[src/hw/rtl/fds_pkg.sv]
// Package: shared types and constants for the finite difference slope block.
`default_nettype none
package fds_pkg;

    localparam int unsigned DATA_W = 32;
    localparam int unsigned DIFF_W = 33;

    // One result job: up to two divisions, optionally averaged, or a forced value.
    typedef enum logic [1:0] {
        JOB_ONE   = 2'd0,  // single quotient
        JOB_AVG   = 2'd1,  // average of two quotients
        JOB_FORCE = 2'd2   // short series: saturate, flag error
    } job_kind_t;

    typedef struct packed {
        job_kind_t         kind;
        logic [DIFF_W-1:0] dy_a;
        logic [DIFF_W-1:0] dx_a;
        logic [DIFF_W-1:0] dy_b;
        logic [DIFF_W-1:0] dx_b;
        logic              last;
    } job_t;

    typedef struct packed {
        logic [DATA_W-1:0] slope;
        logic              error_flag;
        logic              last_result;
    } result_t;

endpackage
`default_nettype wire

[src/hw/rtl/fds_stream_if.sv]
// Interface: valid/ready channel carrying a packed payload.
`default_nettype none
interface fds_stream_if #(
    parameter int unsigned WIDTH = 1
) (
    input wire logic clk
);
    logic             valid;
    logic             ready;
    logic [WIDTH-1:0] data;

    modport source (output valid, output data, input ready);
    modport sink   (input valid, input data, output ready);
endinterface
`default_nettype wire

[src/hw/rtl/fds_front.sv]
// Front end: sample window, point counting and job classification.
`default_nettype none
module fds_front (
    input  wire logic          clk,
    input  wire logic          rst_n,
    input  wire logic          in_valid,
    output logic               in_ready,
    input  wire logic [31:0]   x_sample,
    input  wire logic [31:0]   y_sample,
    input  wire logic          last_point,
    output logic               job_valid,
    input  wire logic          job_ready,
    output fds_pkg::job_t      job
);
    import fds_pkg::*;

    logic [31:0] x_older_reg, x_newer_reg, y_older_reg, y_newer_reg;
    logic [1:0]  seen_reg;
    // Pending second job for a final item
    logic        hold_reg;
    job_t        hold_job_reg;

    job_t first_job, second_job;
    logic has_first, has_second;

    function automatic logic [DIFF_W-1:0] sub(input logic [31:0] b, input logic [31:0] a);
        sub = {b[31], b} - {a[31], a};
    endfunction

    always_comb
    begin
        first_job  = '0;
        second_job = '0;
        has_first  = 1'b0;
        has_second = 1'b0;
        if (!last_point)
        begin
            has_first = (seen_reg != 2'd0);
            first_job.kind = (seen_reg == 2'd2) ? JOB_AVG : JOB_ONE;
            if (seen_reg == 2'd3)
            begin
                first_job.dy_a = sub(y_sample, y_older_reg);
                first_job.dx_a = sub(x_sample, x_older_reg);
            end
            else
            begin
                first_job.dy_a = sub(y_sample, y_newer_reg);
                first_job.dx_a = sub(x_sample, x_newer_reg);
            end
            first_job.dy_b = sub(y_sample, y_older_reg);
            first_job.dx_b = sub(x_sample, x_older_reg);
        end
        else if (seen_reg == 2'd0)
        begin
            has_first       = 1'b1;
            first_job.kind  = JOB_FORCE;
            first_job.last  = 1'b1;
        end
        else if (seen_reg != 2'd3)
        begin
            has_first        = 1'b1;
            has_second       = 1'b1;
            first_job.kind   = JOB_FORCE;
            second_job.kind  = JOB_FORCE;
            second_job.last  = 1'b1;
        end
        else
        begin
            has_first       = 1'b1;
            has_second      = 1'b1;
            first_job.kind  = JOB_AVG;
            first_job.dy_a  = sub(y_sample, y_older_reg);
            first_job.dx_a  = sub(x_sample, x_older_reg);
            first_job.dy_b  = sub(y_newer_reg, y_older_reg);
            first_job.dx_b  = sub(x_newer_reg, x_older_reg);
            second_job.kind = JOB_ONE;
            second_job.dy_a = sub(y_sample, y_newer_reg);
            second_job.dx_a = sub(x_sample, x_newer_reg);
            second_job.last = 1'b1;
        end
    end

    assign in_ready  = !hold_reg && (job_ready || !has_first);
    assign job_valid = hold_reg || (in_valid && has_first);
    assign job       = hold_reg ? hold_job_reg : first_job;

    always_ff @(posedge clk or negedge rst_n)
    begin
        if (!rst_n)
        begin
            x_older_reg <= '0;
            x_newer_reg <= '0;
            y_older_reg <= '0;
            y_newer_reg <= '0;
            seen_reg    <= '0;
            hold_reg    <= 1'b0;
        end
        else
        begin
            if (hold_reg && job_ready)
                hold_reg <= 1'b0;
            if (in_valid && in_ready)
            begin
                if (last_point)
                begin
                    x_older_reg <= '0;
                    x_newer_reg <= '0;
                    y_older_reg <= '0;
                    y_newer_reg <= '0;
                    seen_reg    <= '0;
                end
                else
                begin
                    x_older_reg <= x_newer_reg;
                    y_older_reg <= y_newer_reg;
                    x_newer_reg <= x_sample;
                    y_newer_reg <= y_sample;
                    if (seen_reg != 2'd3)
                        seen_reg <= seen_reg + 2'd1;
                end
                hold_reg <= has_second;
            end
        end
    end

    always_ff @(posedge clk)
    begin
        if (in_valid && in_ready)
            hold_job_reg <= second_job;
    end

`ifndef SYNTH
    a_hold_blocks: assert property (@(posedge clk) disable iff (!rst_n)
        hold_reg |-> !in_ready) else $error("input taken while second job pending");
    a_hold_last: assert property (@(posedge clk) disable iff (!rst_n)
        hold_reg |-> hold_job_reg.last) else $error("pending job not final");
    a_clear: assert property (@(posedge clk) disable iff (!rst_n)
        (in_valid && in_ready && last_point) |=> (seen_reg == 2'd0))
        else $error("window not cleared");
`endif
endmodule
`default_nettype wire

[src/hw/rtl/fds_queue.sv]
// Two-entry queue between front and back ends.
`default_nettype none
module fds_queue (
    input  wire logic     clk,
    input  wire logic     rst_n,
    input  wire logic     wr_valid,
    output logic          wr_ready,
    input  fds_pkg::job_t wr_data,
    output logic          rd_valid,
    input  wire logic     rd_ready,
    output fds_pkg::job_t rd_data
);
    import fds_pkg::*;

    job_t       mem_reg [2];
    logic       wptr_reg, rptr_reg;
    logic [1:0] count_reg;
    logic       wr_fire, rd_fire;

    assign wr_ready = (count_reg != 2'd2);
    assign rd_valid = (count_reg != 2'd0);
    assign rd_data  = mem_reg[rptr_reg];
    assign wr_fire  = wr_valid && wr_ready;
    assign rd_fire  = rd_valid && rd_ready;

    always_ff @(posedge clk)
    begin
        if (wr_fire)
            mem_reg[wptr_reg] <= wr_data;
    end

    always_ff @(posedge clk or negedge rst_n)
    begin
        if (!rst_n)
        begin
            wptr_reg  <= 1'b0;
            rptr_reg  <= 1'b0;
            count_reg <= '0;
        end
        else
        begin
            if (wr_fire)
                wptr_reg <= !wptr_reg;
            if (rd_fire)
                rptr_reg <= !rptr_reg;
            count_reg <= count_reg + {1'b0, wr_fire} - {1'b0, rd_fire};
        end
    end

`ifndef SYNTH
    a_no_over: assert property (@(posedge clk) disable iff (!rst_n)
        count_reg != 2'd3) else $error("queue count out of range");
    a_full_hold: assert property (@(posedge clk) disable iff (!rst_n)
        (count_reg == 2'd2 && !rd_ready) |=> (count_reg == 2'd2))
        else $error("full queue lost an entry");
    a_ptr: assert property (@(posedge clk) disable iff (!rst_n)
        (count_reg == 2'd0 || count_reg == 2'd2) |-> (wptr_reg == rptr_reg))
        else $error("pointer mismatch");
`endif
endmodule
`default_nettype wire

[src/hw/rtl/fds_back.sv]
// Back end: radix-2 restoring divider, saturation, averaging and output register.
`default_nettype none
module fds_back #(
    parameter int unsigned FRAC_BITS = 16
) (
    input  wire logic          clk,
    input  wire logic          rst_n,
    input  wire logic          job_valid,
    output logic               job_ready,
    input  fds_pkg::job_t      job,
    output logic               res_valid,
    input  wire logic          res_ready,
    output fds_pkg::result_t   res
);
    import fds_pkg::*;

    localparam int unsigned NUM_W = DIFF_W + FRAC_BITS;     // dividend width
    localparam int unsigned CNT_W = $clog2(NUM_W + 1);
    localparam logic [CNT_W-1:0] CNT_LAST = CNT_W'(NUM_W);

    typedef enum logic [3:0] {
        S_IDLE = 4'b0001,
        S_DIV  = 4'b0010,
        S_FIN  = 4'b0100,
        S_OUT  = 4'b1000
    } state_t;

    state_t           state_reg;
    job_t             job_reg;
    logic             second_reg;       // working on divide b
    logic [NUM_W-1:0] num_reg;          // shifting dividend, collects quotient
    logic [DIFF_W-1:0] rem_reg;
    logic [DIFF_W-1:0] den_reg;
    logic [CNT_W-1:0] cnt_reg;
    logic             neg_reg, zero_reg, dypos_reg;
    logic [32:0]      qa_reg;           // first saturated quotient, signed 33
    logic             err_reg;
    result_t          res_reg;
    logic             res_valid_reg;

    logic [DIFF_W-1:0] dy_sel, dx_sel, ady, adx;
    logic [DIFF_W:0]   trial;
    logic [DIFF_W-1:0] rem_sh;
    logic [32:0]       q_sat;
    logic [33:0]       avg_sum;
    logic [33:0]       avg_adj;
    logic [32:0]       avg;
    logic              out_free;

    assign dy_sel = second_reg ? job_reg.dy_b : job_reg.dy_a;
    assign dx_sel = second_reg ? job_reg.dx_b : job_reg.dx_a;
    assign ady = dy_sel[DIFF_W-1] ? (~dy_sel + 1'b1) : dy_sel;
    assign adx = dx_sel[DIFF_W-1] ? (~dx_sel + 1'b1) : dx_sel;

    assign rem_sh = {rem_reg[DIFF_W-2:0], num_reg[NUM_W-1]};
    assign trial  = {1'b0, rem_sh} - {1'b0, den_reg};

    // Saturation of the finished quotient (magnitude in num_reg)
    always_comb
    begin
        if (zero_reg)
            q_sat = dypos_reg ? 33'h0_7FFF_FFFF :
                    (dy_sel[DIFF_W-1] ? 33'h1_8000_0000 : 33'h0);
        else if (neg_reg)
            q_sat = (num_reg > NUM_W'(33'h0_8000_0000)) ? 33'h1_8000_0000 :
                    (~{1'b0, num_reg[31:0]} + 33'd1);
        else
            q_sat = (num_reg > NUM_W'(33'h0_7FFF_FFFF)) ? 33'h0_7FFF_FFFF :
                    {1'b0, num_reg[31:0]};
    end

    assign avg_sum = {qa_reg[32], qa_reg} + {q_sat[32], q_sat};
    assign avg_adj = avg_sum + {33'd0, avg_sum[33]};   // truncate toward zero
    assign avg     = avg_adj[33:1];

    assign out_free  = !res_valid_reg || res_ready;
    assign job_ready = (state_reg == S_IDLE);
    assign res_valid = res_valid_reg;
    assign res       = res_reg;

    always_ff @(posedge clk or negedge rst_n)
    begin
        if (!rst_n)
        begin
            state_reg     <= S_IDLE;
            res_valid_reg <= 1'b0;
            second_reg    <= 1'b0;
        end
        else
        begin
            if (res_valid_reg && res_ready && state_reg != S_OUT)
                res_valid_reg <= 1'b0;
            unique case (state_reg)
                S_IDLE:
                begin
                    if (job_valid)
                    begin
                        second_reg <= 1'b0;
                        state_reg  <= (job.kind == JOB_FORCE) ? S_OUT : S_DIV;
                    end
                end
                S_DIV:
                begin
                    if (cnt_reg == CNT_LAST)
                        state_reg <= S_FIN;
                end
                S_FIN:
                begin
                    if (job_reg.kind == JOB_AVG && !second_reg)
                    begin
                        second_reg <= 1'b1;
                        state_reg  <= S_DIV;
                    end
                    else
                        state_reg <= S_OUT;
                end
                S_OUT:
                begin
                    if (out_free)
                    begin
                        res_valid_reg <= 1'b1;
                        state_reg     <= S_IDLE;
                    end
                end
                default: state_reg <= S_IDLE;
            endcase
        end
    end

    // Datapath: no reset needed
    always_ff @(posedge clk)
    begin
        unique case (state_reg)
            S_IDLE:
            begin
                job_reg <= job;
                err_reg <= 1'b0;
                cnt_reg <= '0;
                if (job.kind == JOB_FORCE)
                    qa_reg <= 33'h0_7FFF_FFFF;
            end
            S_DIV:
            begin
                if (cnt_reg == '0)
                begin
                    // load operands for this division
                    num_reg   <= {ady, {FRAC_BITS{1'b0}}};
                    rem_reg   <= '0;
                    den_reg   <= adx;
                    neg_reg   <= dy_sel[DIFF_W-1] ^ dx_sel[DIFF_W-1];
                    zero_reg  <= (dx_sel == '0);
                    dypos_reg <= !dy_sel[DIFF_W-1] && (dy_sel != '0);
                    cnt_reg   <= cnt_reg + 1'b1;
                end
                else
                begin
                    if (!trial[DIFF_W])
                    begin
                        rem_reg <= trial[DIFF_W-1:0];
                        num_reg <= {num_reg[NUM_W-2:0], 1'b1};
                    end
                    else
                    begin
                        rem_reg <= rem_sh;
                        num_reg <= {num_reg[NUM_W-2:0], 1'b0};
                    end
                    cnt_reg <= (cnt_reg == CNT_LAST) ? cnt_reg : cnt_reg + 1'b1;
                end
            end
            S_FIN:
            begin
                cnt_reg <= '0;
                err_reg <= err_reg | zero_reg;
                if (!second_reg)
                    qa_reg <= q_sat;
                else
                    qa_reg <= avg;
            end
            S_OUT:
            begin
                if (out_free)
                begin
                    res_reg.slope       <= qa_reg[31:0];
                    res_reg.error_flag  <= err_reg || (job_reg.kind == JOB_FORCE);
                    res_reg.last_result <= job_reg.last;
                end
            end
            default: ;
        endcase
    end

`ifndef SYNTH
    a_onehot: assert property (@(posedge clk) disable iff (!rst_n)
        $onehot(state_reg)) else $error("state not one-hot");
    a_div_bounded: assert property (@(posedge clk) disable iff (!rst_n)
        (state_reg == S_DIV) |-> (cnt_reg <= CNT_LAST)) else $error("count overrun");
    a_out_held: assert property (@(posedge clk) disable iff (!rst_n)
        (res_valid_reg && !res_ready) |=> (res_valid_reg && $stable(res_reg)))
        else $error("result dropped under stall");
`endif
endmodule
`default_nettype wire

[src/hw/rtl/finite_difference_slope.sv]
// Top level: finite difference slope over a stream of Q16.16 points.
// Usage
//   in  : sink channel, payload {x_sample, y_sample, last_point}; a transfer
//         is one sample point. last_point closes the series.
//   out : source channel, payload {slope, error_flag, last_result}.
//   Slopes come one point behind the input: no result for the first point,
//   one per later point, two for the final point of a multi-point series (second has last_result).
//   A single-point or under-four-point series gives saturated slopes with
//   error_flag set on the final point's results; zero dx saturates by sign.
// Timing
//   The back end runs a restoring divider, one quotient bit per cycle over
//   33+FRAC_BITS bits after an operand load. An averaged result runs two
//   divisions in turn; a forced short-series result skips the divider. The
//   divider takes a new job only once its last result is registered.
// Stall and reset
//   A two-deep job queue parts the front end from the divider, so points are
//   taken while the divider works; an output register holds a result until
//   the receiver takes it; a next result waits in the divider meanwhile.
//   Async reset clears the window, queue and output valid.
`default_nettype none
module finite_difference_slope #(
    parameter int unsigned FRAC_BITS = 16
) (
    input  wire logic    clk,
    input  wire logic    rst_n,
    fds_stream_if.sink   in,
    fds_stream_if.source out
);
    import fds_pkg::*;

    logic    fr_valid, fr_ready;
    job_t    fr_job;
    logic    bk_valid, bk_ready;
    job_t    bk_job;
    result_t res;

    // in.data = {x_sample, y_sample, last_point}
    fds_front u_front (
        .clk        (clk),
        .rst_n      (rst_n),
        .in_valid   (in.valid),
        .in_ready   (in.ready),
        .x_sample   (in.data[64:33]),
        .y_sample   (in.data[32:1]),
        .last_point (in.data[0]),
        .job_valid  (fr_valid),
        .job_ready  (fr_ready),
        .job        (fr_job)
    );

    fds_queue u_queue (
        .clk      (clk),
        .rst_n    (rst_n),
        .wr_valid (fr_valid),
        .wr_ready (fr_ready),
        .wr_data  (fr_job),
        .rd_valid (bk_valid),
        .rd_ready (bk_ready),
        .rd_data  (bk_job)
    );

    fds_back #(
        .FRAC_BITS (FRAC_BITS)
    ) u_back (
        .clk       (clk),
        .rst_n     (rst_n),
        .job_valid (bk_valid),
        .job_ready (bk_ready),
        .job       (bk_job),
        .res_valid (out.valid),
        .res_ready (out.ready),
        .res       (res)
    );

    // out.data = {slope, error_flag, last_result}
    assign out.data = {res.slope, res.error_flag, res.last_result};

`ifndef SYNTH
    a_out_data_held: assert property (@(posedge clk) disable iff (!rst_n)
        (out.valid && !out.ready) |=> $stable(out.data))
        else $error("output data changed under stall");
    a_out_stall: assert property (@(posedge clk) disable iff (!rst_n)
        (out.valid && !out.ready) |=> out.valid) else $error("output valid dropped");
    a_out_known: assert property (@(posedge clk) disable iff (!rst_n)
        out.valid |-> !$isunknown(out.data))
        else $error("unknown result data");
`endif
endmodule
`default_nettype wire

[src/flat_wrapper.sv]
// flat-port wrapper written by rule: the top's interface ports become plain ports
module finite_difference_slope_flat import fds_pkg::*;
#(
    parameter int unsigned FRAC_BITS = 16
)
  (clk, rst_n, in_valid, in_data, in_ready, out_valid, out_data, out_ready);
  fds_stream_if #(.WIDTH(65)) in_i (.clk(clk));
  fds_stream_if #(.WIDTH(34)) out_i (.clk(clk));
  input  wire logic clk;
  input  wire logic rst_n;
  input wire logic [$bits(in_i.valid)-1:0] in_valid;
  input wire logic [$bits(in_i.data)-1:0] in_data;
  output wire logic [$bits(in_i.ready)-1:0] in_ready;
  output wire logic [$bits(out_i.valid)-1:0] out_valid;
  output wire logic [$bits(out_i.data)-1:0] out_data;
  input wire logic [$bits(out_i.ready)-1:0] out_ready;
  assign in_i.valid = in_valid;
  assign in_i.data = in_data;
  assign in_ready = in_i.ready;
  assign out_valid = out_i.valid;
  assign out_data = out_i.data;
  assign out_i.ready = out_ready;
  finite_difference_slope #(.FRAC_BITS(FRAC_BITS)) u_core (.clk(clk), .rst_n(rst_n), .in(in_i), .out(out_i));
endmodule
[config.mk]
export PLATFORM = sky130hd
export DESIGN_NAME = finite_difference_slope_flat
export DESIGN_NICKNAME = d
export VERILOG_FILES = /design/src/hw/rtl/fds_pkg.sv /design/src/hw/rtl/fds_stream_if.sv /design/src/hw/rtl/fds_front.sv /design/src/hw/rtl/fds_queue.sv /design/src/hw/rtl/fds_back.sv /design/src/hw/rtl/finite_difference_slope.sv /design/src/flat_wrapper.sv
export SDC_FILE = /design/constraint.sdc
export NUM_CORES = 2
export LEC_CHECK = 0
export BUFFER_PORTS_ARGS = -buffer_cell sky130_fd_sc_hd__buf_2
export CORE_ASPECT_RATIO = 1.25
export CORE_UTILIZATION = 55
export CTS_CLUSTER_SIZE = 28
export DETAILED_ROUTE_END_ITERATION = 12
export HOLD_SLACK_MARGIN = 0.15
export PLACE_DENSITY = 0.73
export REMOVE_ABC_BUFFERS = 1
export SYNTH_ARGS = -nofsm -noshare
export SYNTH_HDL_FRONTEND = slang
export SYNTH_SLANG_ARGS = --single-unit
export TNS_END_PERCENT = 20
[constraint.sdc]
create_clock -name clk -period 11.1 [get_ports clk]
set_input_delay 0.555 -clock clk [delete_from_list [all_inputs] [get_ports clk]]
set_output_delay 0.555 -clock clk [all_outputs]
set_load 0.02 [all_outputs]
Word-level counts from Yosys, hierarchy flattened. Memories as Yosys holds them, arrays and structs flattened. Cells that the tools add are included.

$add $sub $neg: 16. Magnitude comparators: 2. Eq/ne operators: 19. Muxes and demuxes: 56. Bitwise logic cells: 6. Reductions and logical operators: 41.

Operators by type and width (number): 2-to-1 mux 33 bit (10); 2-to-1 mux 132 bit (2); 2-to-1 mux 32 bit (7); subtractor 32 x 32 -> 33 bit (6); 2-to-1 mux 135 bit (1); 2-to-1 mux 134 bit (1); adder 33 x 1 -> 33 bit (second input constant) (3); 2-to-1 mux 66 bit (1); NOT 33 bit (2); case mux 33 bit (2 select lines) (1); greater-than comparator 49 x 31 -> 1 bit (second input constant) (1); greater-than comparator 49 x 32 -> 1 bit (second input constant) (1); 2-to-1 mux 49 bit (1); adder 33 x 33 -> 34 bit (1); adder 34 x 1 -> 34 bit (1); subtractor 33 x 33 -> 34 bit (1); zero test 33 bit (1); NOT 32 -> 33 bit (1); nonzero test 33 bit (1); 2-to-1 mux 4 bit (5); 2-to-1 mux 1 bit (16); case mux 4 bit (4 select lines) (1); inequality test 2 bit (second input constant) (7); 2-to-1 mux 6 bit (2); 29 further kinds (66).

Register bits after elaboration: 536. Bits in writable memories: 270. Output and inout bits: 36. Word-level logic and storage cells: 177. Memories kept: 1.

Memories: u_core.u_queue.mem_reg (words 2, width 135, rd ports 1, clocked after memory_dff 0, write ports 1, RTL line fds_queue.sv:15) `job_t mem_reg [2];`.

Depth between registers and ports, before layout.
Depth in word-level cells: 9. Mapped depth: 26.

Hierarchy. From an unflattened synthesis, not the netlist that was laid out.

Cells, all modules: 4802. Area, all modules: 49326.1 um^2.

By module, submodules not included: fds_front (instances 1, cells each 2501, area each 19703.9 um^2, sequential area each 5320.1 um^2); fds_back (instances 1, cells each 1859, area each 19510.0 um^2, sequential area each 9940.8 um^2); fds_queue (instances 1, cells each 442, area each 10112.2 um^2, sequential area each 8207.9 um^2).

Least setup slack after synthesis. Ideal clock, no wire load.

Path type: register to register. From: register u_core.u_front.seen_reg[0]. To: memory u_core.u_queue.mem_reg[0][0] in the netlist's numbering (enable). Setup time: 631 ps. Data arrival time: 6849 ps. Required time: 10469 ps. Path slack: 3620 ps. Stages on the path, launching flop included: 8. Clock period less this slack: 7480 ps. Cells stage by stage: dfrtp_1 -> inv_1 -> ha_1 -> nand2_1 -> a21oi_1 -> or2_2 -> clkbuf_1 -> nor2_1.

Cells in the longest elaborated chain, start to end: 7.

RTL lines: start: declaration (RTL line fds_front.sv:18) `logic [1:0] seen_reg;`; start signal: assignment (RTL line fds_front.sv:119) `seen_reg <= seen_reg + 2'd1;`; nonzero test 2 bit (RTL line fds_front.sv:38) `has_first = (seen_reg != 2'd0);`; 2-to-1 mux 1 bit (RTL line fds_front.sv:36) `if (!last_point)`; logical AND 1 bit (RTL line fds_front.sv:84) `assign job_valid = hold_reg || (in_valid && has_first);`; logical OR 1 bit (RTL line fds_front.sv:84); logical AND 1 bit (RTL line fds_queue.sv:23) `assign wr_fire = wr_valid && wr_ready;`; 2-to-1 mux 1 bit (RTL line fds_queue.sv:28) `if (wr_fire)`; 2-to-1 mux 1 bit (not written as such) (RTL line fds_queue.sv:29) `mem_reg[wptr_reg] <= wr_data;`; end: declaration (RTL line fds_queue.sv:15).

Every way passes these cells.

Final worst setup path.
From: register u_core.u_back.num_reg[1]. To: register u_core.u_back.qa_reg[15], data pin.

Cells in the longest elaborated chain, start to end: 9. Elaborated cells on any way between the ends: 12. Classes of those cells: 3 x add/sub; 2 x order compare; 6 x mux; 1 x bitwise.

RTL lines: start: declaration (RTL line fds_back.sv:31) `logic [NUM_W-1:0] num_reg;`; start signal: assignment (RTL line fds_back.sv:147) `num_reg <= {ady, {FRAC_BITS{1'b0}}};`; start signal: assignment (RTL line fds_back.sv:160) `num_reg <= {num_reg[NUM_W-2:0], 1'b1};`; start signal: assignment (RTL line fds_back.sv:165) `num_reg <= {num_reg[NUM_W-2:0], 1'b0};`; NOT 32 -> 33 bit (RTL line fds_back.sv:66) `(~{1'b0, num_reg[31:0]} + 33'd1);`; adder 33 x 1 -> 33 bit (RTL line fds_back.sv:66); 2-to-1 mux 33 bit (RTL line fds_back.sv:65) `q_sat = (num_reg > NUM_W'(33'h0_8000_0000)) ? 33'h1_8000_0000 :`; 2-to-1 mux 33 bit * (RTL line fds_back.sv:64) `else if (neg_reg)`; 2-to-1 mux 33 bit * (RTL line fds_back.sv:61) `if (zero_reg)`; adder 33 x 33 -> 34 bit (RTL line fds_back.sv:72) `assign avg_sum = {qa_reg[32], qa_reg} + {q_sat[32], q_sat};`; adder 34 x 1 -> 34 bit (RTL line fds_back.sv:73) `assign avg_adj = avg_sum + {33'd0, avg_sum[33]};`; 2-to-1 mux 33 bit * (RTL line fds_back.sv:174) `if (!second_reg)`; case mux 33 bit (2 select lines) * (RTL line fds_back.sv:133) `unique case (state_reg)`; end signal: assignment (RTL line fds_back.sv:175) `qa_reg <= q_sat;`; end signal: assignment (RTL line fds_back.sv:177) `qa_reg <= avg;`; end: declaration (RTL line fds_back.sv:36) `logic [32:0] qa_reg;`.

Every way passes the cells marked *; elsewhere a longest branch is shown, timed or not. A chain may end at the register's enable or synchronous reset.

==> results.tsv <==
stage	metric	value	unit
routing	avgRoutedWirePerCell	20.3	um
outcome	status	completed	
floorplanning	num_io_pins	105	
routing	vias_per_cell	6.07	
floorplanning	core-area	0.0872	mm^2
synth	ys_seq_elements	805	
placement	hpwl	84500	um
timing	tightest_slew	1.20	ns
floorplanning	rows	121	
routing	drt_iter0_markers	3026	
synth	syn_inst	4630	
critical_path	worst_ep_arrival_time	7.70	ns
synth	synth_top_area_share	0.411	
clocking	post-cts-setup-buffers	0	
timing	finalMaxSlewViolations	0	
synth	synth_edf_count	664	
timing	slew_headroom	0.199	
critical_path	path_max_fanout	22	
synth	yosys-top-cells-area	edfxtp_1 (41%), dfrtp_1 (7.2%), ha_1 (7.0%)	
placement	portBuffers	104	
grt	gr-usage-all-layers	0.269	
clocking	post_cts_resize_count	0	
grt	grt_pass1_vias	35402	
clocking	htree_num_levels	3	
synth	syn_avg_cell_area	10.5	um^2
synth	syn_area	0.0485	mm^2
timing	rsz0062_at_grt	false	
synth	synth_async_sr_flop_share	0.175	
power_and_ir_drop	power_density	292	mW/mm^2
placement	dpl_cell_area	0.0501	mm^2
clocking	cts-root-buf	clkbuf_16	
clocking	cts.clk_slew.worst_paths	0.06	ns
critical_path	cp-start-kind	register	
job	drv_cap	0	
layout	final_cell_mix	edfxtp_1 (664), nand2_1 (408), nor2_1 (366)	
synth	yosysWarnings	0	
critical_path	end_kind	register	
timing	setup_viol	0	
synth	dominantRegCellSynth	edfxtp_1	
power_and_ir_drop	ir_worst_vdd	189	uV
clocking	cts_tree	yes	
grt	grt_overflow	0	
routing	wl	120000	um
timing	finalSetupTns	0	ns
synth	yosysSeqAreaShare	0.484	
timing	period_share	0.659	
synth	ys_types	106	
worst_hold_path	hold_path_class	in2reg	
grt	grt_max_degree	136	
placement	place_congestion	0.962	
clocking	cts_buffers	83	
grt	grt_pass1_wl	190000	um
clocking	cts_sinks	805	
routing	drcViolationCount	0	
synth	yosysTopAreaCell	edfxtp_1	
layout	design_area	0.0529	mm^2
power_and_ir_drop	p_leak	20.0	nW
layout	nets	5022	
critical_path	critical_path_required	11.49	ns
layout	drive_gt1_frac	0.116	
layout	area_growth	9.25	%
timing	skew	0.0274	ns
timing	hold_violations	0	
routing	ant_nets	0	
layout	final_common_cell	edfxtp_1	
critical_path	criticalPathCategory	reg2reg	
routing	num_vias	35854	
layout	largest_reg_flops	270	
timing	fin_crit	7.31	ns
floorplanning	die_y	334	um
clocking	clock_latency	0.65	ns
floorplanning	die_area	0.0893	mm^2
grt	grt_antenna_before_repair	9	
clocking	clock_path_buffers	3	
floorplanning	die_w	267	um
floorplanning	start_util	0.556	
timing	maxClockFrequency	137	MHz
routing	first_pass_iters	6	
==> what timing repair did <==
| action | 4_1_cts | 5_1_grt |
|---|---|---|
| endpoints found under the setup margin | 0 | 0 |
| hold endpoints to repair | 32 | 0 |
| hold buffers | 6 | 0 |
==> metal layers <==
layer,GRT usage,up-vias,wire [um]
met5,0,-,27
li1,-,17245,-
met4,0.0956,4,3580
met3,0.0290,236,6070
met2,0.471,965,59600
met1,0.342,17404,50400
==> power breakdown <==
part	leakage [nW]	switching [mW]	internal, mW
logic	10.6	4.42	2.85
registers	8.12	0.492	4.84
clock network	1.33	1.20	1.64
==> metrics by stage <==
stage               instances  power (mW)  hold slack (ns)  setup WS (ns)  utilization
global route             5908        16.5            0.185           3.32        0.607
global placement         5750        12.4            0.436           4.08        0.575
floorplan                4439        10.8            0.259           1.71            -
CTS                      5907        15.5            0.151           3.89        0.607
finish                   5911        15.5            0.190           3.79        0.607
detailed placement       5750        12.6            0.439           3.93        0.575
==> synth_stat cells, drive strengths merged (40+ instances only) <==
library cell  number
a22oi             67
nor2             371
nand4             41
nand2            409
mux2i             80
ha               272
clkbuf           150
nor3              93
a31oi             46
o31ai             90
buf               41
a31o              70
xnor2            196
o21ai            291
nand3             64
nand2b            57
or3               40
dfrtp            140
and2              75
xor2              97
o21a              45
inv              260
a21o             108
edfxtp           664
a21oi            246
mux2             141
==> critical path, cell delays in order (launching register included) <==
cell	delay, ns
edfxtp_1	0.44
inv_1	0.12
ha_1	0.19
or3b_2	0.51
nor4_2	0.37
and4_1	0.35
and3b_1	0.22
o21ai_1	0.07
buf_4	0.25
nor2_2	0.62
nand3b_1	0.13
a31oi_1	0.28
ha_1	0.32
a2111oi_0	0.36
o21ai_1	0.19
nand4_1	0.34
o21ai_1	0.23
a22oi_1	0.41
a211oi_2	0.27
nor3b_1	0.58
nand2_1	0.14
o311ai_1	0.36
xor2_1	0.11
a21o_1	0.19
==> cells by family after synthesis <==
group / after synthesis / share of synthesized area
xor gates and xnor gates: 293 / 0.0531
muxes: 221 / 0.0493
buffers and inverters: 453 / 0.0356
DFF: 805 / 0.484
AOI/OAI and AO/OA: 1236 / 0.171
and+or+nand+nor: 1342 / 0.133
adders and majority gates: 280 / 0.0735
==> path summary, 6_finish.rpt <==
| path | from | endpoint | slack, ns | cells after the start |
|---|---|---|---|---|
| min in group asynchronous | rst_n | u_core.u_front.x_older_reg[22] | 0.34 | 2 |
| max | u_core.u_back.num_reg[1] | u_core.u_back.qa_reg[15] | 3.79 | 23 |
| max reg2reg | u_core.u_back.num_reg[1] | u_core.u_back.qa_reg[15] | 3.79 | 23 |
| min reg2reg | u_core.u_back.qa_reg[19] | u_core.u_back.res[21] | 0.46 | 0 |
| max in group asynchronous | rst_n | u_core.u_back.second_reg | 9.44 | 3 |
| min | in_data[55] | u_core.u_front.x_newer_reg[22] | 0.19 | 2 |
==> cell type report <==
cell class                 instances  area (um^2)
sequential                       805        23500
clock buffer                     105         2270
antenna                            4         10.0
tap                             1168         1460
timing repair buffer             149          907
fill                            7211        34300
clock inverter                    46          472
inverter                         262          995
multi-input combinational       3372        23300
Note: power is estimated with default switching activity, not from simulation.
